===== src/rtl/core/sbsc_pkg.sv =====
// ----------------------------------------------------------------------------
// sbsc_pkg
// shared types, constants, control word format and helpers of the servo
// backlash step controller
// ----------------------------------------------------------------------------
package sbsc_pkg;

  localparam int MAX_DELTA_DEF = 90;
  localparam int DELTA_CAP     = 99;   // keeps a run at 24 words or fewer
  localparam int STEP_SIZE     = 5;
  localparam int SERVO_TOP     = 180;
  localparam int START_POS     = 20;
  localparam int MAXDEV_RST    = 30;

  localparam int POS_W  = 8;
  localparam int DEV_W  = 10;
  localparam int REM_W  = 7;           // holds up to DELTA_CAP
  localparam int ST_W   = 2;
  localparam int PC_W   = 4;
  localparam int CFG_IDX_W = 2;
  localparam int CFG_DATA_W = 8;

  // register indexes of the configuration port
  localparam logic [CFG_IDX_W-1:0] CFG_HOME_ANGLE = 2'd0;
  localparam logic [CFG_IDX_W-1:0] CFG_MAX_DEV    = 2'd1;
  localparam logic [CFG_IDX_W-1:0] CFG_HOMED      = 2'd2;

  // command modes
  localparam logic [1:0] MODE_FWD  = 2'd0;
  localparam logic [1:0] MODE_BACK = 2'd1;
  localparam logic [1:0] MODE_HOME = 2'd2;
  localparam logic [1:0] MODE_MOVE = 2'd3;

  // status codes
  localparam logic [ST_W-1:0] ST_OK        = 2'd0;
  localparam logic [ST_W-1:0] ST_LIMIT     = 2'd1;
  localparam logic [ST_W-1:0] ST_NOT_HOMED = 2'd2;
  localparam logic [ST_W-1:0] ST_HOMED_CMD = 2'd3;

  // result kinds
  localparam logic KIND_POS    = 1'b0;
  localparam logic KIND_STATUS = 1'b1;

  typedef enum logic [1:0] {
    DIR_NONE = 2'd0,
    DIR_FWD  = 2'd1,
    DIR_BACK = 2'd2,
    DIR_HOME = 2'd3
  } dir_t;

  // datapath actions
  typedef enum logic [2:0] {
    ACT_NOP,
    ACT_W_OS,
    ACT_W_STEP,
    ACT_W_REM,
    ACT_SET_LIMIT,
    ACT_W_HOME_OS,
    ACT_W_HOME,
    ACT_W_STATUS
  } act_t;

  // jump conditions
  typedef enum logic [3:0] {
    C_NEVER,
    C_ALWAYS,
    C_NOT_HOMED,
    C_MODE_HOME,
    C_REM_LT5,
    C_NO_OS,
    C_REM_GE10,
    C_REM_ZERO,
    C_IN_LIMIT
  } cond_t;

  typedef struct packed {
    act_t             act;
    cond_t            cond;
    logic [PC_W-1:0]  target;
    logic             done;
  } uword_t;

  // condition flags from the datapath
  typedef struct packed {
    logic not_homed;
    logic mode_home;
    logic rem_lt5;
    logic no_os;
    logic rem_ge10;
    logic rem_zero;
    logic in_limit;
    logic out_free;
  } dp_flags_t;

  // strobe from the sequencer
  typedef struct packed {
    logic fire;
    act_t act;
  } dp_ctrl_t;

  function automatic logic act_emits(act_t a);
    logic e;
    unique case (a)
      ACT_W_OS, ACT_W_STEP, ACT_W_REM,
      ACT_W_HOME_OS, ACT_W_HOME, ACT_W_STATUS: e = 1'b1;
      ACT_NOP, ACT_SET_LIMIT:                  e = 1'b0;
      default:                                 e = 1'b0;
    endcase
    return e;
  endfunction

  function automatic logic [POS_W-1:0] clamp_angle(logic signed [DEV_W-1:0] a);
    logic [POS_W-1:0] r;
    if (a < 0) r = '0;
    else if (a > DEV_W'(SERVO_TOP)) r = POS_W'(SERVO_TOP);
    else r = a[POS_W-1:0];
    return r;
  endfunction

endpackage


===== src/rtl/core/sbsc_ucode_rom.sv =====
// ----------------------------------------------------------------------------
// sbsc_ucode_rom
// control program of the step controller, one control word per step
// ----------------------------------------------------------------------------
module sbsc_ucode_rom
  import sbsc_pkg::*;
(
  input  logic [PC_W-1:0] pc,
  output uword_t          uw
);

  localparam logic [PC_W-1:0] L_REM_TEST = 4'd6;
  localparam logic [PC_W-1:0] L_STEP     = 4'd5;
  localparam logic [PC_W-1:0] L_CHECK    = 4'd8;
  localparam logic [PC_W-1:0] L_HOME     = 4'd10;
  localparam logic [PC_W-1:0] L_FIN      = 4'd12;
  localparam logic [PC_W-1:0] L_START    = 4'd0;

  always_comb begin
    unique case (pc)
      4'd0:  uw = '{ACT_NOP,       C_NOT_HOMED, L_FIN,      1'b0};
      4'd1:  uw = '{ACT_NOP,       C_MODE_HOME, L_HOME,     1'b0};
      4'd2:  uw = '{ACT_NOP,       C_REM_LT5,   L_REM_TEST, 1'b0};
      4'd3:  uw = '{ACT_NOP,       C_NO_OS,     L_STEP,     1'b0};
      4'd4:  uw = '{ACT_W_OS,      C_NEVER,     L_START,    1'b0};
      4'd5:  uw = '{ACT_W_STEP,    C_REM_GE10,  L_STEP,     1'b0};
      4'd6:  uw = '{ACT_NOP,       C_REM_ZERO,  L_CHECK,    1'b0};
      4'd7:  uw = '{ACT_W_REM,     C_NEVER,     L_START,    1'b0};
      4'd8:  uw = '{ACT_NOP,       C_IN_LIMIT,  L_FIN,      1'b0};
      4'd9:  uw = '{ACT_SET_LIMIT, C_NEVER,     L_START,    1'b0};
      4'd10: uw = '{ACT_W_HOME_OS, C_NEVER,     L_START,    1'b0};
      4'd11: uw = '{ACT_W_HOME,    C_NEVER,     L_START,    1'b0};
      4'd12: uw = '{ACT_W_STATUS,  C_ALWAYS,    L_START,    1'b1};
      default: uw = '{ACT_NOP,     C_ALWAYS,    L_FIN,      1'b0};
    endcase
  end

endmodule


===== src/rtl/core/sbsc_sequencer.sv =====
// ----------------------------------------------------------------------------
// sbsc_sequencer
// step counter with conditional jumps over the control program
// ----------------------------------------------------------------------------
module sbsc_sequencer
  import sbsc_pkg::*;
(
  input  logic      clk,
  input  logic      rst_n,
  input  logic      start,
  input  dp_flags_t flags,
  output logic      busy,
  output dp_ctrl_t  ctrl
);

  logic [PC_W-1:0] pc_r, pc_nxt;
  logic            busy_r, busy_nxt;
  uword_t          uw;
  logic            cond_hit;
  logic            fire;

  sbsc_ucode_rom u_rom (
    .pc (pc_r),
    .uw (uw)
  );

  always_comb begin
    unique case (uw.cond)
      C_NEVER:     cond_hit = 1'b0;
      C_ALWAYS:    cond_hit = 1'b1;
      C_NOT_HOMED: cond_hit = flags.not_homed;
      C_MODE_HOME: cond_hit = flags.mode_home;
      C_REM_LT5:   cond_hit = flags.rem_lt5;
      C_NO_OS:     cond_hit = flags.no_os;
      C_REM_GE10:  cond_hit = flags.rem_ge10;
      C_REM_ZERO:  cond_hit = flags.rem_zero;
      C_IN_LIMIT:  cond_hit = flags.in_limit;
      default:     cond_hit = 1'b0;
    endcase
  end

  // an emitting step waits for room in the output register
  assign fire = busy_r && (!act_emits(uw.act) || flags.out_free);

  always_comb begin
    pc_nxt   = pc_r;
    busy_nxt = busy_r;
    priority if (start) begin
      pc_nxt   = '0;
      busy_nxt = 1'b1;
    end else if (fire) begin
      if (uw.done) begin
        pc_nxt   = '0;
        busy_nxt = 1'b0;
      end else if (cond_hit) begin
        pc_nxt = uw.target;
      end else begin
        pc_nxt = pc_r + 1'b1;
      end
    end else begin
      pc_nxt   = pc_r;
      busy_nxt = busy_r;
    end
  end

  always_ff @(posedge clk) begin
    if (!rst_n) begin
      pc_r   <= '0;
      busy_r <= 1'b0;
    end else begin
      pc_r   <= pc_nxt;
      busy_r <= busy_nxt;
    end
  end

  assign busy      = busy_r;
  assign ctrl.fire = fire;
  assign ctrl.act  = uw.act;

endmodule


===== src/rtl/core/sbsc_datapath.sv =====
// ----------------------------------------------------------------------------
// sbsc_datapath
// position, deviation and direction registers, configuration registers,
// command loading and the output register
// ----------------------------------------------------------------------------
module sbsc_datapath
  import sbsc_pkg::*;
#(
  parameter int MAX_DELTA = MAX_DELTA_DEF
) (
  input  logic                   clk,
  input  logic                   rst_n,
  input  logic                   cfg_wr_en,
  input  logic [CFG_IDX_W-1:0]   cfg_index,
  input  logic [CFG_DATA_W-1:0]  cfg_wdata,
  input  logic                   load,
  input  logic [1:0]             mode,
  input  logic signed [7:0]      delta,
  input  dp_ctrl_t               ctrl,
  output dp_flags_t              flags,
  output logic                   out_valid,
  input  logic                   out_ready,
  output logic                   out_kind,
  output logic [POS_W-1:0]       out_position,
  output logic signed [DEV_W-1:0] out_deviation,
  output logic [ST_W-1:0]        out_status,
  output logic                   out_last
);

  localparam int LIM = (MAX_DELTA < DELTA_CAP) ? MAX_DELTA : DELTA_CAP;
  localparam logic signed [DEV_W-1:0] LIM_P = DEV_W'(LIM);
  localparam logic signed [DEV_W-1:0] LIM_N = -DEV_W'(LIM);
  localparam logic signed [DEV_W-1:0] STEP_D = DEV_W'(STEP_SIZE);
  localparam logic signed [DEV_W-1:0] OS_D   = DEV_W'(2 * STEP_SIZE);

  // configuration
  logic [POS_W-1:0] home_r;
  logic [7:0]       maxdev_r;
  logic             homed_r;

  // servo state
  logic [POS_W-1:0]        pos_r, pos_nxt;
  logic signed [DEV_W-1:0] dev_r, dev_nxt;
  dir_t                    dir_r, dir_nxt;

  // current command
  logic [REM_W-1:0] rem_r, rem_nxt;
  logic             fwd_r, fwd_nxt;
  logic [ST_W-1:0]  st_r, st_nxt;

  // output register
  logic                    ov_r, ov_nxt;
  logic                    okind_r;
  logic [POS_W-1:0]        opos_r;
  logic signed [DEV_W-1:0] odev_r;
  logic [ST_W-1:0]         ost_r;
  logic                    olast_r;

  logic signed [DEV_W-1:0] pos_s, step_s, os_s, rem_s, home_s;
  logic signed [DEV_W-1:0] d_ext, d_sat, md_s;
  logic                    emit;
  logic                    out_free;

  always_ff @(posedge clk) begin
    if (!rst_n) begin
      home_r   <= '0;
      maxdev_r <= 8'(MAXDEV_RST);
      homed_r  <= 1'b0;
    end else if (cfg_wr_en) begin
      unique case (cfg_index)
        CFG_HOME_ANGLE: home_r   <= cfg_wdata;
        CFG_MAX_DEV:    maxdev_r <= cfg_wdata;
        CFG_HOMED:      homed_r  <= cfg_wdata[0];
        default:        ;
      endcase
    end
  end

  assign pos_s  = DEV_W'(pos_r);
  assign step_s = fwd_r ? STEP_D : -STEP_D;
  assign os_s   = fwd_r ? OS_D : -OS_D;
  assign rem_s  = fwd_r ? DEV_W'(rem_r) : -DEV_W'(rem_r);
  assign home_s = DEV_W'(home_r);
  assign md_s   = DEV_W'(maxdev_r);

  // delta saturation at the load
  assign d_ext = DEV_W'(delta);
  always_comb begin
    priority if (d_ext > LIM_P) d_sat = LIM_P;
    else if (d_ext < LIM_N)     d_sat = LIM_N;
    else                        d_sat = d_ext;
  end

  assign out_free = !ov_r || out_ready;
  assign emit     = ctrl.fire && act_emits(ctrl.act);

  always_comb begin
    pos_nxt = pos_r;
    dev_nxt = dev_r;
    dir_nxt = dir_r;
    rem_nxt = rem_r;
    fwd_nxt = fwd_r;
    st_nxt  = st_r;
    if (load) begin
      unique case (mode)
        MODE_FWD: begin
          rem_nxt = REM_W'(STEP_SIZE);
          fwd_nxt = 1'b1;
        end
        MODE_BACK: begin
          rem_nxt = REM_W'(STEP_SIZE);
          fwd_nxt = 1'b0;
        end
        MODE_HOME: begin
          rem_nxt = '0;
          fwd_nxt = 1'b1;
        end
        MODE_MOVE: begin
          rem_nxt = (d_sat < 0) ? REM_W'(-d_sat) : REM_W'(d_sat);
          fwd_nxt = (d_sat > 0);
        end
        default: ;
      endcase
      priority if (!homed_r)       st_nxt = ST_NOT_HOMED;
      else if (mode == MODE_HOME)  st_nxt = ST_HOMED_CMD;
      else                         st_nxt = ST_OK;
    end else if (ctrl.fire) begin
      unique case (ctrl.act)
        ACT_W_OS: pos_nxt = clamp_angle(pos_s + os_s);
        ACT_W_STEP: begin
          pos_nxt = clamp_angle(pos_s + step_s);
          dev_nxt = dev_r + step_s;
          dir_nxt = fwd_r ? DIR_FWD : DIR_BACK;
          rem_nxt = rem_r - REM_W'(STEP_SIZE);
        end
        ACT_W_REM: begin
          pos_nxt = clamp_angle(pos_s + rem_s);
          dev_nxt = dev_r + rem_s;
          dir_nxt = fwd_r ? DIR_FWD : DIR_BACK;
          rem_nxt = '0;
        end
        ACT_SET_LIMIT: st_nxt = ST_LIMIT;
        ACT_W_HOME_OS: begin
          pos_nxt = clamp_angle(home_s + OS_D);
          dev_nxt = '0;
        end
        ACT_W_HOME: begin
          pos_nxt = clamp_angle(home_s);
          dir_nxt = DIR_HOME;
        end
        ACT_NOP, ACT_W_STATUS: ;
        default: ;
      endcase
    end
  end

  always_comb begin
    ov_nxt = ov_r;
    if (emit)           ov_nxt = 1'b1;
    else if (out_ready) ov_nxt = 1'b0;
  end

  always_ff @(posedge clk) begin
    if (!rst_n) begin
      pos_r <= POS_W'(START_POS);
      dev_r <= '0;
      dir_r <= DIR_NONE;
      ov_r  <= 1'b0;
    end else begin
      pos_r <= pos_nxt;
      dev_r <= dev_nxt;
      dir_r <= dir_nxt;
      ov_r  <= ov_nxt;
    end
  end

  always_ff @(posedge clk) begin
    rem_r <= rem_nxt;
    fwd_r <= fwd_nxt;
    st_r  <= st_nxt;
    if (emit) begin
      // a position word shows the state after its own write
      okind_r <= (ctrl.act == ACT_W_STATUS) ? KIND_STATUS : KIND_POS;
      opos_r  <= pos_nxt;
      odev_r  <= dev_nxt;
      ost_r   <= (ctrl.act == ACT_W_STATUS) ? st_r : ST_OK;
      olast_r <= (ctrl.act == ACT_W_STATUS);
    end
  end

  assign flags.not_homed = (st_r == ST_NOT_HOMED);
  assign flags.mode_home = (st_r == ST_HOMED_CMD);
  assign flags.rem_lt5   = (rem_r < REM_W'(STEP_SIZE));
  assign flags.no_os     = fwd_r ? (dir_r == DIR_FWD) : (dir_r != DIR_FWD);
  assign flags.rem_ge10  = (rem_r >= REM_W'(2 * STEP_SIZE));
  assign flags.rem_zero  = (rem_r == '0);
  assign flags.in_limit  = (dev_r <= md_s) && (dev_r >= -md_s);
  assign flags.out_free  = out_free;

  assign out_valid     = ov_r;
  assign out_kind      = okind_r;
  assign out_position  = opos_r;
  assign out_deviation = odev_r;
  assign out_status    = ost_r;
  assign out_last      = olast_r;

endmodule


===== src/rtl/core/servo_backlash_step_controller.sv =====
// ----------------------------------------------------------------------------
// servo_backlash_step_controller
// servo stepping with backlash overshoot, deviation limit and return home
// ----------------------------------------------------------------------------
// One input word is one servo command. The block answers with a run of
// position words and ends every run with one status word (tuser high, tlast
// high). A command is taken only when the previous run has been fully
// produced; the run is driven by a 13-step control program, one step per
// cycle whether the step writes a word or only tests a condition, and a step
// that writes a word also waits out any cycles the output side stalls.
// The shortest path through the program is a command rejected while not
// homed, the longest a 99-degree move with overshoot, a remainder and a
// forced return home (reachable with MAX_DELTA of 99 or more); the next
// command is taken in the cycle after the last step of a run. The last
// status word may still wait in the output register while the next command
// is accepted. Configuration writes are meant to happen only while no run is
// in progress.
module servo_backlash_step_controller
  import sbsc_pkg::*;
#(
  parameter int MAX_DELTA = MAX_DELTA_DEF   // delta saturation, 5 to 180
) (
  input  logic                  clk,
  input  logic                  rst_n,
  // configuration write port
  input  logic                  cfg_wr_en,
  input  logic [CFG_IDX_W-1:0]  cfg_index,
  input  logic [CFG_DATA_W-1:0] cfg_wdata,
  // command stream
  input  logic                  in_tvalid,
  output logic                  in_tready,
  input  logic [15:0]           in_tdata,    // mode[1:0], delta[9:2], zero pad
  // result stream
  output logic                  out_tvalid,
  input  logic                  out_tready,
  output logic [23:0]           out_tdata,   // position[7:0], deviation[17:8],
                                             // status[19:18], zero pad
  output logic                  out_tuser,   // kind: 0 position, 1 status
  output logic                  out_tlast
);

  dp_flags_t               flags;
  dp_ctrl_t                ctrl;
  logic                    busy;
  logic                    in_acc;
  logic [POS_W-1:0]        position;
  logic signed [DEV_W-1:0] deviation;
  logic [ST_W-1:0]         status;

  // a new command waits until the current run is finished
  assign in_tready = !busy;
  assign in_acc    = in_tvalid && in_tready;

  sbsc_sequencer u_seq (
    .clk   (clk),
    .rst_n (rst_n),
    .start (in_acc),
    .flags (flags),
    .busy  (busy),
    .ctrl  (ctrl)
  );

  sbsc_datapath #(
    .MAX_DELTA (MAX_DELTA)
  ) u_dp (
    .clk           (clk),
    .rst_n         (rst_n),
    .cfg_wr_en     (cfg_wr_en),
    .cfg_index     (cfg_index),
    .cfg_wdata     (cfg_wdata),
    .load          (in_acc),
    .mode          (in_tdata[1:0]),
    .delta         (in_tdata[9:2]),
    .ctrl          (ctrl),
    .flags         (flags),
    .out_valid     (out_tvalid),
    .out_ready     (out_tready),
    .out_kind      (out_tuser),
    .out_position  (position),
    .out_deviation (deviation),
    .out_status    (status),
    .out_last      (out_tlast)
  );

  // pack the result word, lowest field first
  assign out_tdata = {4'b0000, status, deviation, position};

endmodule


===== config.mk =====
export PLATFORM = sky130hd
export DESIGN_NAME = servo_backlash_step_controller
export DESIGN_NICKNAME = d
export VERILOG_FILES = /design/src/rtl/core/sbsc_pkg.sv /design/src/rtl/core/sbsc_ucode_rom.sv /design/src/rtl/core/sbsc_sequencer.sv /design/src/rtl/core/sbsc_datapath.sv /design/src/rtl/core/servo_backlash_step_controller.sv
export SDC_FILE = /design/constraint.sdc
export NUM_CORES = 1
export LEC_CHECK = 0
export ABC_AREA = 1
export BUFFER_PORTS_ARGS = -buffer_cell sky130_fd_sc_hd__buf_2
export CORE_MARGIN = 3
export CORE_UTILIZATION = 63
export CTS_BUF_LIST = sky130_fd_sc_hd__clkbuf_8
export DETAILED_ROUTE_END_ITERATION = 12
export HOLD_SLACK_MARGIN = 0.06
export PLACE_DENSITY = 0.89
export SLEW_MARGIN = 25
export SYNTH_ARGS = -nofsm -noshare
export SYNTH_HDL_FRONTEND = slang
export SYNTH_HIERARCHICAL = 1
export SYNTH_SLANG_ARGS = --single-unit

===== constraint.sdc =====
create_clock -name clk -period 4.7 [get_ports clk]
set_input_delay 0.705 -clock clk [delete_from_list [all_inputs] [get_ports clk]]
set_output_delay 0.705 -clock clk [all_outputs]
set_load 0.02 [all_outputs]

==> results of run 1 <==
-- Yosys cell counts, types with 15 or more instances --
| cell | n |
|---|---|
| a21oi_1 | 72 |
| nor3_1 | 15 |
| xor2_1 | 23 |
| nand2_1 | 276 |
| o21ai_0 | 60 |
| ha_1 | 60 |
| nand3_1 | 73 |
| nor2_1 | 72 |
| inv_1 | 148 |
| dfxtp_1 | 43 |
| edfxtp_1 | 31 |
| nand4_1 | 17 |
-- path summary, 6_finish.rpt --
path / slack [ns] / from / end / cells after the start
setup / recovery: 0.81 / u_seq/pc_r[1] / u_dp/out_deviation[8] / 23
hold / removal: 0.51 / u_dp/maxdev_r[0] / u_dp/maxdev_r[0] / 2
setup reg to reg: 0.81 / u_seq/pc_r[1] / u_dp/out_deviation[8] / 23
hold reg to reg: 0.51 / u_dp/maxdev_r[0] / u_dp/maxdev_r[0] / 2
-- flip-flops by register name (all words and copies together), names as in the netlist, 2 cells and up --
register,cells
u_dp/out_status,2
u_dp/home_r,8
u_dp/dev_r,10
u_dp/out_deviation,10
u_seq/pc_r,4
u_dp/out_position,8
u_dp/dir_r,2
u_dp/maxdev_r,8
u_dp/pos_r,8
u_dp/rem_r,7
u_dp/st_r,2
-- stage by stage --
stage	power, mW	area (um^2)
2_1_floorplan	1.093	6817
3_3_place_gp	1.181	7126
3_5_place_dp	1.196	7126
4_1_cts	1.739	7346
5_1_grt	1.848	7346
6_report	1.740	7346
-- layout by cell type (no fill, tap or decap), drive strengths merged, types with 2 or more instances in the layout --
master / n
a21oi: 76
nand3: 76
dfxtp: 43
inv: 163
ha: 60
o21ai: 69
nor3: 19
clkbuf: 10
o21bai: 2
fa: 4
nor2: 83
o211ai: 7
bufinv: 2
o22ai: 5
or2: 6
clkinv: 4
xor2: 23
edfxtp: 31
nand3b: 5
buf: 52
nand4: 17
conb: 4
xnor2: 6
nand2: 289
a31oi: 5
-- per-layer routing --
layer	wire length (um)	vias up	share of wire	track usage
met3	815	29	0.048	0.04404
met1	7260	3060	0.43	0.3652
met4	386	0	0.023	0.1051
met2	8446	200	0.50	0.5182
li1	-	3429	-	-
met5	0	-	0	0
-- worst register-to-register path, cell delays in order (launching register included) --
cell and delay (ns):
dfxtp_1 0.49, inv_1 0.19, ha_1 0.31, inv_1 0.07
nand2_1 0.06, nand2_2 0.12, nand2_1 0.06, nand2_1 0.13
inv_1 0.15, nor2_4 0.22, inv_2 0.09, nand2_1 0.08
o21ai_0 0.16, fa_1 0.49, o21ai_0 0.30, nand2_1 0.09
nand2_1 0.08, a21oi_1 0.07, nor2_1 0.12, o21ai_0 0.09
nand2_1 0.08, a21oi_1 0.05, o21ai_0 0.10, nand2_1 0.07
-- power by group --
part	internal, mW	switching, mW
Sequential	0.692	0.0274
Clock	0.311	0.237
Combinational	0.160	0.313
-- final cells by class --
type	instances	area (um^2)	share of cell area
Clock inverter	6	82.58	0.01124
Timing Repair Buffer	52	270.3	0.03679
Clock buffer	10	137.6	0.01874
Inverter	163	624.3	0.08499
Multi-Input combinational cell	768	4269	0.5812
Sequential cell	74	1792	0.2439
Tap cell	136	170.2	0.02316
-- kinds of logic after synthesis --
family / Yosys count / synth area share
compound gates: 172 / 0.1408
xor+xnor: 29 / 0.03732
fa+ha+maj: 64 / 0.1221
buf+inv: 183 / 0.1114
flops: 74 / 0.2633
other cells: 1 / 0.0005510
simple gates: 499 / 0.3245
==> reports/results.ini, run 1 <==
[grt]
grt_usage = 0.2949
grt_overflow = 0
grt_first_pass_wirelength_um = 28470
grt_max_degree = 25
antenna_found_initial = 0
first_global_vias = 6344

[timing]
fin_tns_setup_ns = 0
setup_ws_ns = 0.8055
slew_viol_final = 0
finalCritPeriodShare = 0.8286
finClkSkew_ns = 0.008824
clock.fmax_ghz = 0.2568
setup_violations = 0
tightest_slew_ns = 0.7967
rsz0062_at_grt = no
finalHoldViolations = 0
slew_headroom = 0.4653
min_period_ns = 3.895
hold-worst-slack_ns = 0.5139

[logic_synthesis]
synth_edf_count = 31
synthesis.instances = 1022
yosys-top-cells-area = nand2_1 (15%), edfxtp_1 (14%), dfxtp_1 (13%)
ys_async_sr_fraction = 0
syn_area_um2 = 6805
avgSynthCellArea_um2 = 6.659
synth_seq_cells = 74
yosys_warnings = 6
synth.top_cell.area_share = 0.1522
synth_ff_type = dfxtp_1
synth_top_area_cell = nand2_1
seq_area_frac_synth = 0.2633
synth_cell_types = 54

[route]
wl_per_cell_um = 13.99
num_vias = 6718
first_pass_iters = 5
drt_iter0_drc = 422
route.detailed.drc = 0
wl_um = 16910
viasPerCell = 5.557
final_antenna_net_count = 0

[finish]
post-route-util = 0.7052
area_growth_pct = 7.943
drive_above_1_share = 0.1165
diodes = 0
fill_cells = 909
instances_no_fill = 1209
final_nets = 1163

[critical_path]
critPathKind = reg2reg
cp_max_fo = 8
required_ns = 4.80
crit_chain = inv_1 -> ha_1 -> inv_1 -> nand2_1 -> nand2_2 -> nand2_1 -> nand2_1 -> inv_1 -> nor2_4 -> inv_2 -> nand2_1 -> o21ai_0 -> fa_1 -> o21ai_0 -> nand2_1 -> nand2_1 -> a21oi_1 -> nor2_1 -> o21ai_0 -> nand2_1 -> a21oi_1 -> o21ai_0 -> nand2_1
worst_setup_path_end_kind = flip-flop
cp_num_buf_inv = 4
critPathTopFamily = simple AND/OR/NAND/NOR gates
cp_slowest_cell = dfxtp_1
start_kind = flip-flop
worstPathArrival_ns = 4.00
cpMostUsedCell = nand2_1
critical_path.max_stage_delay_ns = 0.49

[placed_design]
dp_hpwl_um = 13460
place_congestion = 0.9565
place_ws_ns = 0.8751
numPortBuffers = 48
placedCellCount = 1193

[power_and_ir_drop]
ir_drop_mv = 0.1470
power.density_nw_per_um2 = 236.8
leakagePower_nw = 3.757

[floorplan]
dieArea_um2 = 12080
die_h_um = 109.9
initial_core_util = 0.6533
core_area_um2 = 10420
row_count = 37
die_x_um = 109.9
num_io_pins = 59

[clocking]
cts_resized = 0
clk_pin_slew_ns = 0.08
holdBufCountCts = 0
cts_buffers = 9
clock-sinks = 74
h-tree-depth = 3
cts.path.max_buffers = 2
postCtsSetupBuffers = 0
cts-root-buf = clkbuf_8
clk-insertion-delay-late_ns = 0.35
cts_tree = yes

[worst_hold_path]
hold_class = reg2reg

[flow_run]
drv_cap = 0

[outcome]
outcome = completed

Note: power is estimated with default switching activity, not from simulation.
==> run 2, diff against run 1 <==
clock period = 3.9 ns   (was 4.7 ns; I/O delays follow)
==> reports/results.ini, run 2 (synthesized netlist as in run 1, its figures left out) <==
[worst_hold_path]
hold_class = in2reg  ; was reg2reg
min_delay_path_depth = 3  ; was 2

[critical_path]
crit_chain = inv_1 -> ha_1 -> inv_1 -> o21ai_0 -> inv_1 -> fa_1 -> inv_1 -> nand3_1 -> nand2_1 -> nand2_1 -> nand3_1 -> xor2_1 -> inv_2 -> nand2_1 -> nor2_2 -> a21oi_1 -> nand3_1 -> nand2_1 -> inv_1  ; was inv_1 -> ha_1 -> inv_1 -> nand2_1 -> nand2_2 -> nand2_1 -> nand2_1 -> inv_1 -> nor2_4 -> inv_2 -> nand2_1 -> o21ai_0 -> fa_1 -> o21ai_0 -> nand2_1 -> nand2_1 -> a21oi_1 -> nor2_1 -> o21ai_0 -> nand2_1 -> a21oi_1 -> o21ai_0 -> nand2_1
cp_slowest_cell = o21ai_0  ; was dfxtp_1
worst_setup_path_end_kind = flip-flop  ; unchanged
start_kind = flip-flop  ; unchanged
required_ns = 4.02  ; was 4.80 ns
cp.depth = 19  ; was 23
r2r_cells = 19  ; was 23
critPathKind = reg2reg  ; unchanged
critical_path.max_stage_delay_ns = 0.46  ; was 0.49 ns
cp_max_fo = 5  ; was 8
cp_num_buf_inv = 6  ; was 4
cpMostUsedCell = inv_1  ; was nand2_1
critPathTopFamily = adder cells  ; was simple AND/OR/NAND/NOR gates
worstPathArrival_ns = 3.67  ; was 4.00 ns

[power_and_ir_drop]
power.density_nw_per_um2 = 274.2  ; was 236.8 nW/um^2
seqPwrFrac = 0.428  ; was 0.414
power.internal_mw = 1.318  ; was 1.163 mW
combPwrFrac = 0.286  ; was 0.272
p_clk_frac = 0.286  ; was 0.315
power.switching_uw = 695.4  ; was 577.0 uW
power_mw = 2.014  ; was 1.740 mW
ir_drop_mv = 0.1913  ; was 0.1470 mV
netSwitchingFraction = 0.3454  ; was 0.3317
leakagePower_nw = 3.762  ; was 3.757 nW

[clocking]
cts_tree = yes  ; unchanged
clock-sinks = 74  ; unchanged
clk_pin_slew_ns = 0.08  ; about the same
cts.path.max_buffers = 2  ; unchanged
cts_buffers = 9  ; unchanged
postCtsSetupBuffers = 0  ; unchanged
cts-root-buf = clkbuf_8  ; unchanged
clk-insertion-delay-late_ns = 0.36  ; was 0.35 ns
holdBufCountCts = 0  ; unchanged
h-tree-depth = 3  ; unchanged

[floorplan]
initial_core_util = 0.6533  ; unchanged
die_x_um = 109.9  ; unchanged
core_area_um2 = 10420  ; unchanged
die_h_um = 109.9  ; unchanged
row_count = 37  ; unchanged
num_io_pins = 59  ; unchanged
dieArea_um2 = 12080  ; unchanged

[placed_design]
place_ws_ns = 0.2314  ; was 0.8751 ns
numPortBuffers = 48  ; unchanged
dpl_cell_area_um2 = 7156  ; was 7126 um^2
placedCellCount = 1197  ; was 1193
dp_hpwl_um = 13390  ; was 13460 um
place_congestion = 0.9584  ; was 0.9565

[timing]
setup_violations = 0  ; unchanged
slew_headroom = 0.4457  ; was 0.4653
slew_viol_final = 0  ; unchanged
tightest_slew_ns = 0.8259  ; was 0.7967 ns
finalCritPeriodShare = 0.9111  ; was 0.8286
min_period_ns = 3.553  ; was 3.895 ns
clock.fmax_ghz = 0.2814  ; was 0.2568 GHz
finClkSkew_ns = 0.007536  ; was 0.008824 ns
rsz0062_at_grt = no  ; unchanged
finalHoldViolations = 0  ; unchanged
fin_tns_setup_ns = 0  ; unchanged
setup_ws_ns = 0.3466  ; was 0.8055 ns
hold-worst-slack_ns = 0.4591  ; was 0.5139 ns

[grt]
first_global_vias = 6128  ; was 6344
grt_first_pass_wirelength_um = 27650  ; was 28470 um
grt_usage = 0.2877  ; was 0.2949
antenna_found_initial = 0  ; unchanged
grt_overflow = 0  ; unchanged
grt_max_degree = 25  ; unchanged

[finish]
final-seq-area_um2 = 1792  ; unchanged
instances_no_fill = 1213  ; was 1209
diodes = 0  ; unchanged
final_nets = 1167  ; was 1163
area_growth_pct = 7.906  ; was 7.943%
drive_above_1_share = 0.1207  ; was 0.1165
most-common-layout-cells = nand2_1 (275), inv_1 (148), nand3_1 (73)  ; was nand2_1 (276), inv_1 (149), nand3_1 (73)
post-route-util = 0.7050  ; was 0.7052
finalInstanceArea_um2 = 7343  ; was 7346 um^2
fill_cells = 949  ; was 909
layout_commonest_cell = nand2_1  ; unchanged
multi_input_area_um2 = 4272  ; was 4269 um^2

[route]
wl_per_cell_um = 13.81  ; was 13.99 um
wl_um = 16750  ; was 16910 um
viasPerCell = 5.558  ; was 5.557
route.detailed.drc = 0  ; unchanged
drt_iter0_drc = 497  ; was 422
num_vias = 6742  ; was 6718
first_pass_iters = 7  ; was 5
final_antenna_net_count = 0  ; unchanged

[outcome]
outcome = completed  ; unchanged

[flow_run]
drv_cap = 0  ; unchanged

run 2: cell types whose count changed in the layout (fill, tap and decap cells not counted):
cell / delta
buf_4: +4
o21ai_0: -2
o21ai_1: +2
bufinv_16: -1
clkbuf_8: -1
clkinv_1: +1
clkinv_2: +1
inv_1: -1
inv_2: +1
nand2_1: -1
nand2_2: +1
run 2: path summary, 6_finish.rpt:
check                   startpoint                    to  slack [ns]
hold / removal        cfg_wdata[3]      u_dp/maxdev_r[3]        0.46
setup reg to reg     u_dp/rem_r[0]  u_dp/out_position[3]        0.35
setup / recovery     u_dp/rem_r[0]  u_dp/out_position[3]        0.35
hold reg to reg   u_dp/maxdev_r[0]      u_dp/maxdev_r[0]        0.51
run 2: worst register-to-register path, cell delays in order (launching register included):
cell	delay [ns]
edfxtp_1	0.44
inv_1	0.14
ha_1	0.33
inv_1	0.04
o21ai_0	0.46
inv_1	0.13
fa_1	0.45
inv_1	0.07
nand3_1	0.08
nand2_1	0.11
nand2_1	0.06
nand3_1	0.10
xor2_1	0.24
inv_2	0.07
nand2_1	0.13
nor2_2	0.07
a21oi_1	0.18
nand3_1	0.10
nand2_1	0.09
inv_1	0.04
run 2: layout make-up:
type / instances / share of cell area
Multi-Input combinational cell: 768 / 0.5817
Sequential cell: 74 / 0.2440
Inverter: 163 / 0.08502
Timing Repair Buffer: 56 / 0.04089
Tap cell: 136 / 0.02317
Clock buffer: 9 / 0.01687
Clock inverter: 7 / 0.008349
run 2: power groups by stage:
stage | Combinational, mW | Clock [mW] | Sequential (mW)
2_1_floorplan | 0.443 | 0 | 0.874
3_3_place_gp | 0.547 | 0 | 0.879
3_5_place_dp | 0.564 | 0 | 0.879
4_1_cts | 0.567 | 0.593 | 0.861
5_1_grt | 0.652 | 0.620 | 0.866
6_report | 0.575 | 0.576 | 0.862
run 2: repair_timing:
action                                  CTS  global route
hold endpoints to repair                  0             0
gates resized for setup                   0             5
endpoints found under the setup margin    0             4
run 2: layer usage:
| layer | up-vias | GRT usage | part of all wire |
|---|---|---|---|
| li1 | 3427 | - | - |
| met1 | 3061 | 0.3697 | 0.44 |
| met2 | 214 | 0.4922 | 0.48 |
| met3 | 40 | 0.03699 | 0.053 |
| met4 | 0 | 0.1060 | 0.028 |
| met5 | - | 0 | 0 |
==> run 3, diff against run 2 <==
PLACE_DENSITY = 0.88   (was 0.89)
SYNTH_HIERARCHICAL = default   (was 1)
==> reports/results.ini, run 3 <==
[outcome]
outcome = completed  ; unchanged

[critical_path]
cp_max_fo = 5  ; unchanged
worstPathArrival_ns = 3.71  ; was 3.67 ns
start_kind = flip-flop  ; unchanged
required_ns = 4.03  ; was 4.02 ns
critPathKind = reg2reg  ; unchanged
worst_setup_path_end_kind = flip-flop  ; unchanged

[timing]
clock.fmax_ghz = 0.2795  ; was 0.2814 GHz
fin_tns_setup_ns = 0  ; unchanged
hold-worst-slack_ns = 0.4511  ; was 0.4591 ns
finalHoldViolations = 0  ; unchanged
slew_viol_final = 0  ; unchanged
setup_violations = 0  ; unchanged
tightest_slew_ns = 0.9734  ; was 0.8259 ns
finalCritPeriodShare = 0.9174  ; was 0.9111
rsz0062_at_grt = no  ; unchanged
finClkSkew_ns = 0.01255  ; was 0.007536 ns
min_period_ns = 3.578  ; was 3.553 ns
slew_headroom = 0.3503  ; was 0.4457

[power_and_ir_drop]
power.density_nw_per_um2 = 293.9  ; was 274.2 nW/um^2
combPwrFrac = 0.272  ; was 0.286
power.internal_mw = 1.461  ; was 1.318 mW
ir_drop_mv = 0.3318  ; was 0.1913 mV
seqPwrFrac = 0.456  ; was 0.428
netSwitchingFraction = 0.3372  ; was 0.3454
power.switching_uw = 743.3  ; was 695.4 uW
p_clk_frac = 0.273  ; was 0.286
leakagePower_nw = 3.967  ; was 3.762 nW

[placed_design]
place_congestion = 0.9843  ; was 0.9584
dp_hpwl_um = 13150  ; was 13390 um
dpl_cell_area_um2 = 7318  ; was 7156 um^2
numPortBuffers = 48  ; unchanged

[grt]
grt_first_pass_wirelength_um = 27440  ; was 27650 um
grt_overflow = 0  ; unchanged
first_global_vias = 5968  ; was 6128
grt_max_degree = 24  ; was 25
grt_usage = 0.2678  ; was 0.2877
antenna_found_initial = 0  ; unchanged

[logic_synthesis]
seq_area_frac_synth = 0.2926  ; was 0.2633
synth_common_cells = nand2_1 (282), inv_1 (159), nor2_1 (77), a21oi_1 (67), o21ai_0 (63)  ; was nand2_1 (276), inv_1 (148), nand3_1 (73), a21oi_1 (72), nor2_1 (72)
synth_cell_types = 52  ; was 54
avgSynthCellArea_um2 = 6.809  ; was 6.659 um^2
synth_top_area_cell = dfxtp_1  ; was nand2_1
yosys_warnings = 0  ; was 6
synth_ff_type = dfxtp_1  ; unchanged
synth_most_common_cell = nand2_1  ; unchanged
synth_seq_cells = 86  ; was 74
yosys-top-cells-area = dfxtp_1 (16%), nand2_1 (15%), edfxtp_1 (13%)  ; was nand2_1 (15%), edfxtp_1 (14%), dfxtp_1 (13%)
synth_edf_count = 31  ; unchanged
synthesis.instances = 1020  ; was 1022
syn_area_um2 = 6945  ; was 6805 um^2
ys_async_sr_fraction = 0  ; unchanged
synth.top_cell.area_share = 0.1585  ; was 0.1522

[finish]
finalInstanceArea_um2 = 7501  ; was 7343 um^2
final_nets = 1167  ; unchanged
diodes = 0  ; unchanged
most-common-layout-cells = nand2_1 (282), inv_1 (162), nor2_1 (77)  ; was nand2_1 (275), inv_1 (148), nand3_1 (73)
fill_cells = 884  ; was 949
drive_above_1_share = 0.1077  ; was 0.1207
layout_commonest_cell = nand2_1  ; unchanged
multi_input_area_um2 = 4204  ; was 4272 um^2
area_growth_pct = 7.999  ; was 7.906%
final-seq-area_um2 = 2032  ; was 1792 um^2
largest_reg_flops = 12

[clocking]
cts_buffers = 9  ; unchanged
h-tree-depth = 3  ; unchanged
cts_resized = 0  ; unchanged
cts_tree = yes  ; unchanged
postCtsSetupBuffers = 0  ; unchanged
holdBufCountCts = 0  ; unchanged
cts.path.max_buffers = 2  ; unchanged
cts-root-buf = clkbuf_8  ; unchanged
clock-sinks = 86  ; was 74
clk_pin_slew_ns = 0.08  ; about the same
clk-insertion-delay-late_ns = 0.37  ; was 0.36 ns

[route]
num_vias = 6653  ; was 6742
route.detailed.drc = 0  ; unchanged
first_pass_iters = 5  ; was 7
wl_per_cell_um = 13.56  ; was 13.81 um
viasPerCell = 5.485  ; was 5.558
wl_um = 16450  ; was 16750 um
final_antenna_net_count = 0  ; unchanged
drt_iter0_drc = 409  ; was 497

[floorplan]
die_h_um = 111.0  ; was 109.9 um
initial_core_util = 0.6609  ; was 0.6533
die_x_um = 111.0  ; was 109.9 um
core_area_um2 = 10510  ; was 10420 um^2
num_io_pins = 59  ; unchanged
row_count = 37  ; unchanged
dieArea_um2 = 12320  ; was 12080 um^2

[worst_hold_path]
hold_class = in2reg  ; unchanged

[flow_run]
drv_cap = 0  ; unchanged

run 3: logic make-up (layout without fill, tap and decap cells):
family / count (synthesis) / count (layout) / share of synthesized area
and+or+nand+nor: 494 / 494 / 0.3131
buffers and inverters: 182 / 236 / 0.1038
AOI/OAI and AO/OA: 162 / 162 / 0.1313
DFF: 86 / 86 / 0.2926
adders and majority gates: 64 / 64 / 0.1196
xor gates and xnor gates: 31 / 31 / 0.03909
other: 1 / 4 / 0.0005399
run 3: final cells by class:
type                       instances  share of cell area
clock buffer                       9             0.01651
clock inverter                     7            0.007840
inverter                         167             0.08457
multi-input combinational        755              0.5605
sequential                        86              0.2709
tap                              136             0.02269
timing repair buffer              53             0.03703
run 3: critical path, cell delays in order (launching register included):
cell      delay, ns
edfxtp_1       0.42
inv_1          0.14
ha_1           0.33
inv_1          0.05
o21ai_0        0.47
inv_1          0.13
fa_1           0.46
inv_1          0.09
nand3_1        0.06
nand2_1        0.09
xor2_1         0.21
nand3_1        0.11
nand2_1        0.08
nand2_1        0.05
nand2_1        0.14
nor2_2         0.08
nand2_1        0.06
nand2_1        0.04
nand3b_1       0.20
nand2_1        0.10
inv_1          0.04
run 3: power groups by stage:
| stage | logic, mW | registers (mW) | clock network, mW |
|---|---|---|---|
| after floorplan | 0.458 | 1.02 | 0 |
| after global placement | 0.573 | 1.02 | 0 |
| after detailed placement | 0.589 | 1.02 | 0 |
| after CTS | 0.592 | 1.00 | 0.609 |
| after global routing | 0.682 | 1.01 | 0.641 |
| final | 0.599 | 1.00 | 0.601 |
run 3: worst paths after layout:
kind                 start                    to  slack, ns  cells after the start
max          u_dp.rem_r[0]  u_dp.out_position[1]       0.32                     20
min           cfg_wdata[4]      u_dp.maxdev_r[4]       0.45                      3
max reg2reg  u_dp.rem_r[0]  u_dp.out_position[1]       0.32                     20
min reg2reg  u_dp.dir_r[0]         u_dp.dir_r[0]       0.49                      2
run 3: through the flow:
stage / setup slack (ns) / util / total power [mW] / std cells
2_1_floorplan: 0.8532 / - / 1.476 / 1023
3_3_place_gp: 0.5300 / 0.6964 / 1.595 / 1197
3_5_place_dp: 0.4655 / 0.6964 / 1.613 / 1197
4_1_cts: 0.3925 / 0.7138 / 2.204 / 1213
5_1_grt: 0.02617 / 0.7138 / 2.332 / 1213
6_report: 0.3220 / 0.7138 / 2.205 / 1213
run 3: layer usage:
metal | global-route usage | up-vias | part of all wire
met5 | 0 | - | 0
met3 | 0.04531 | 32 | 0.074
met4 | 0.08210 | 0 | 0.022
met1 | 0.3600 | 2985 | 0.44
met2 | 0.4413 | 245 | 0.47
li1 | - | 3391 | -
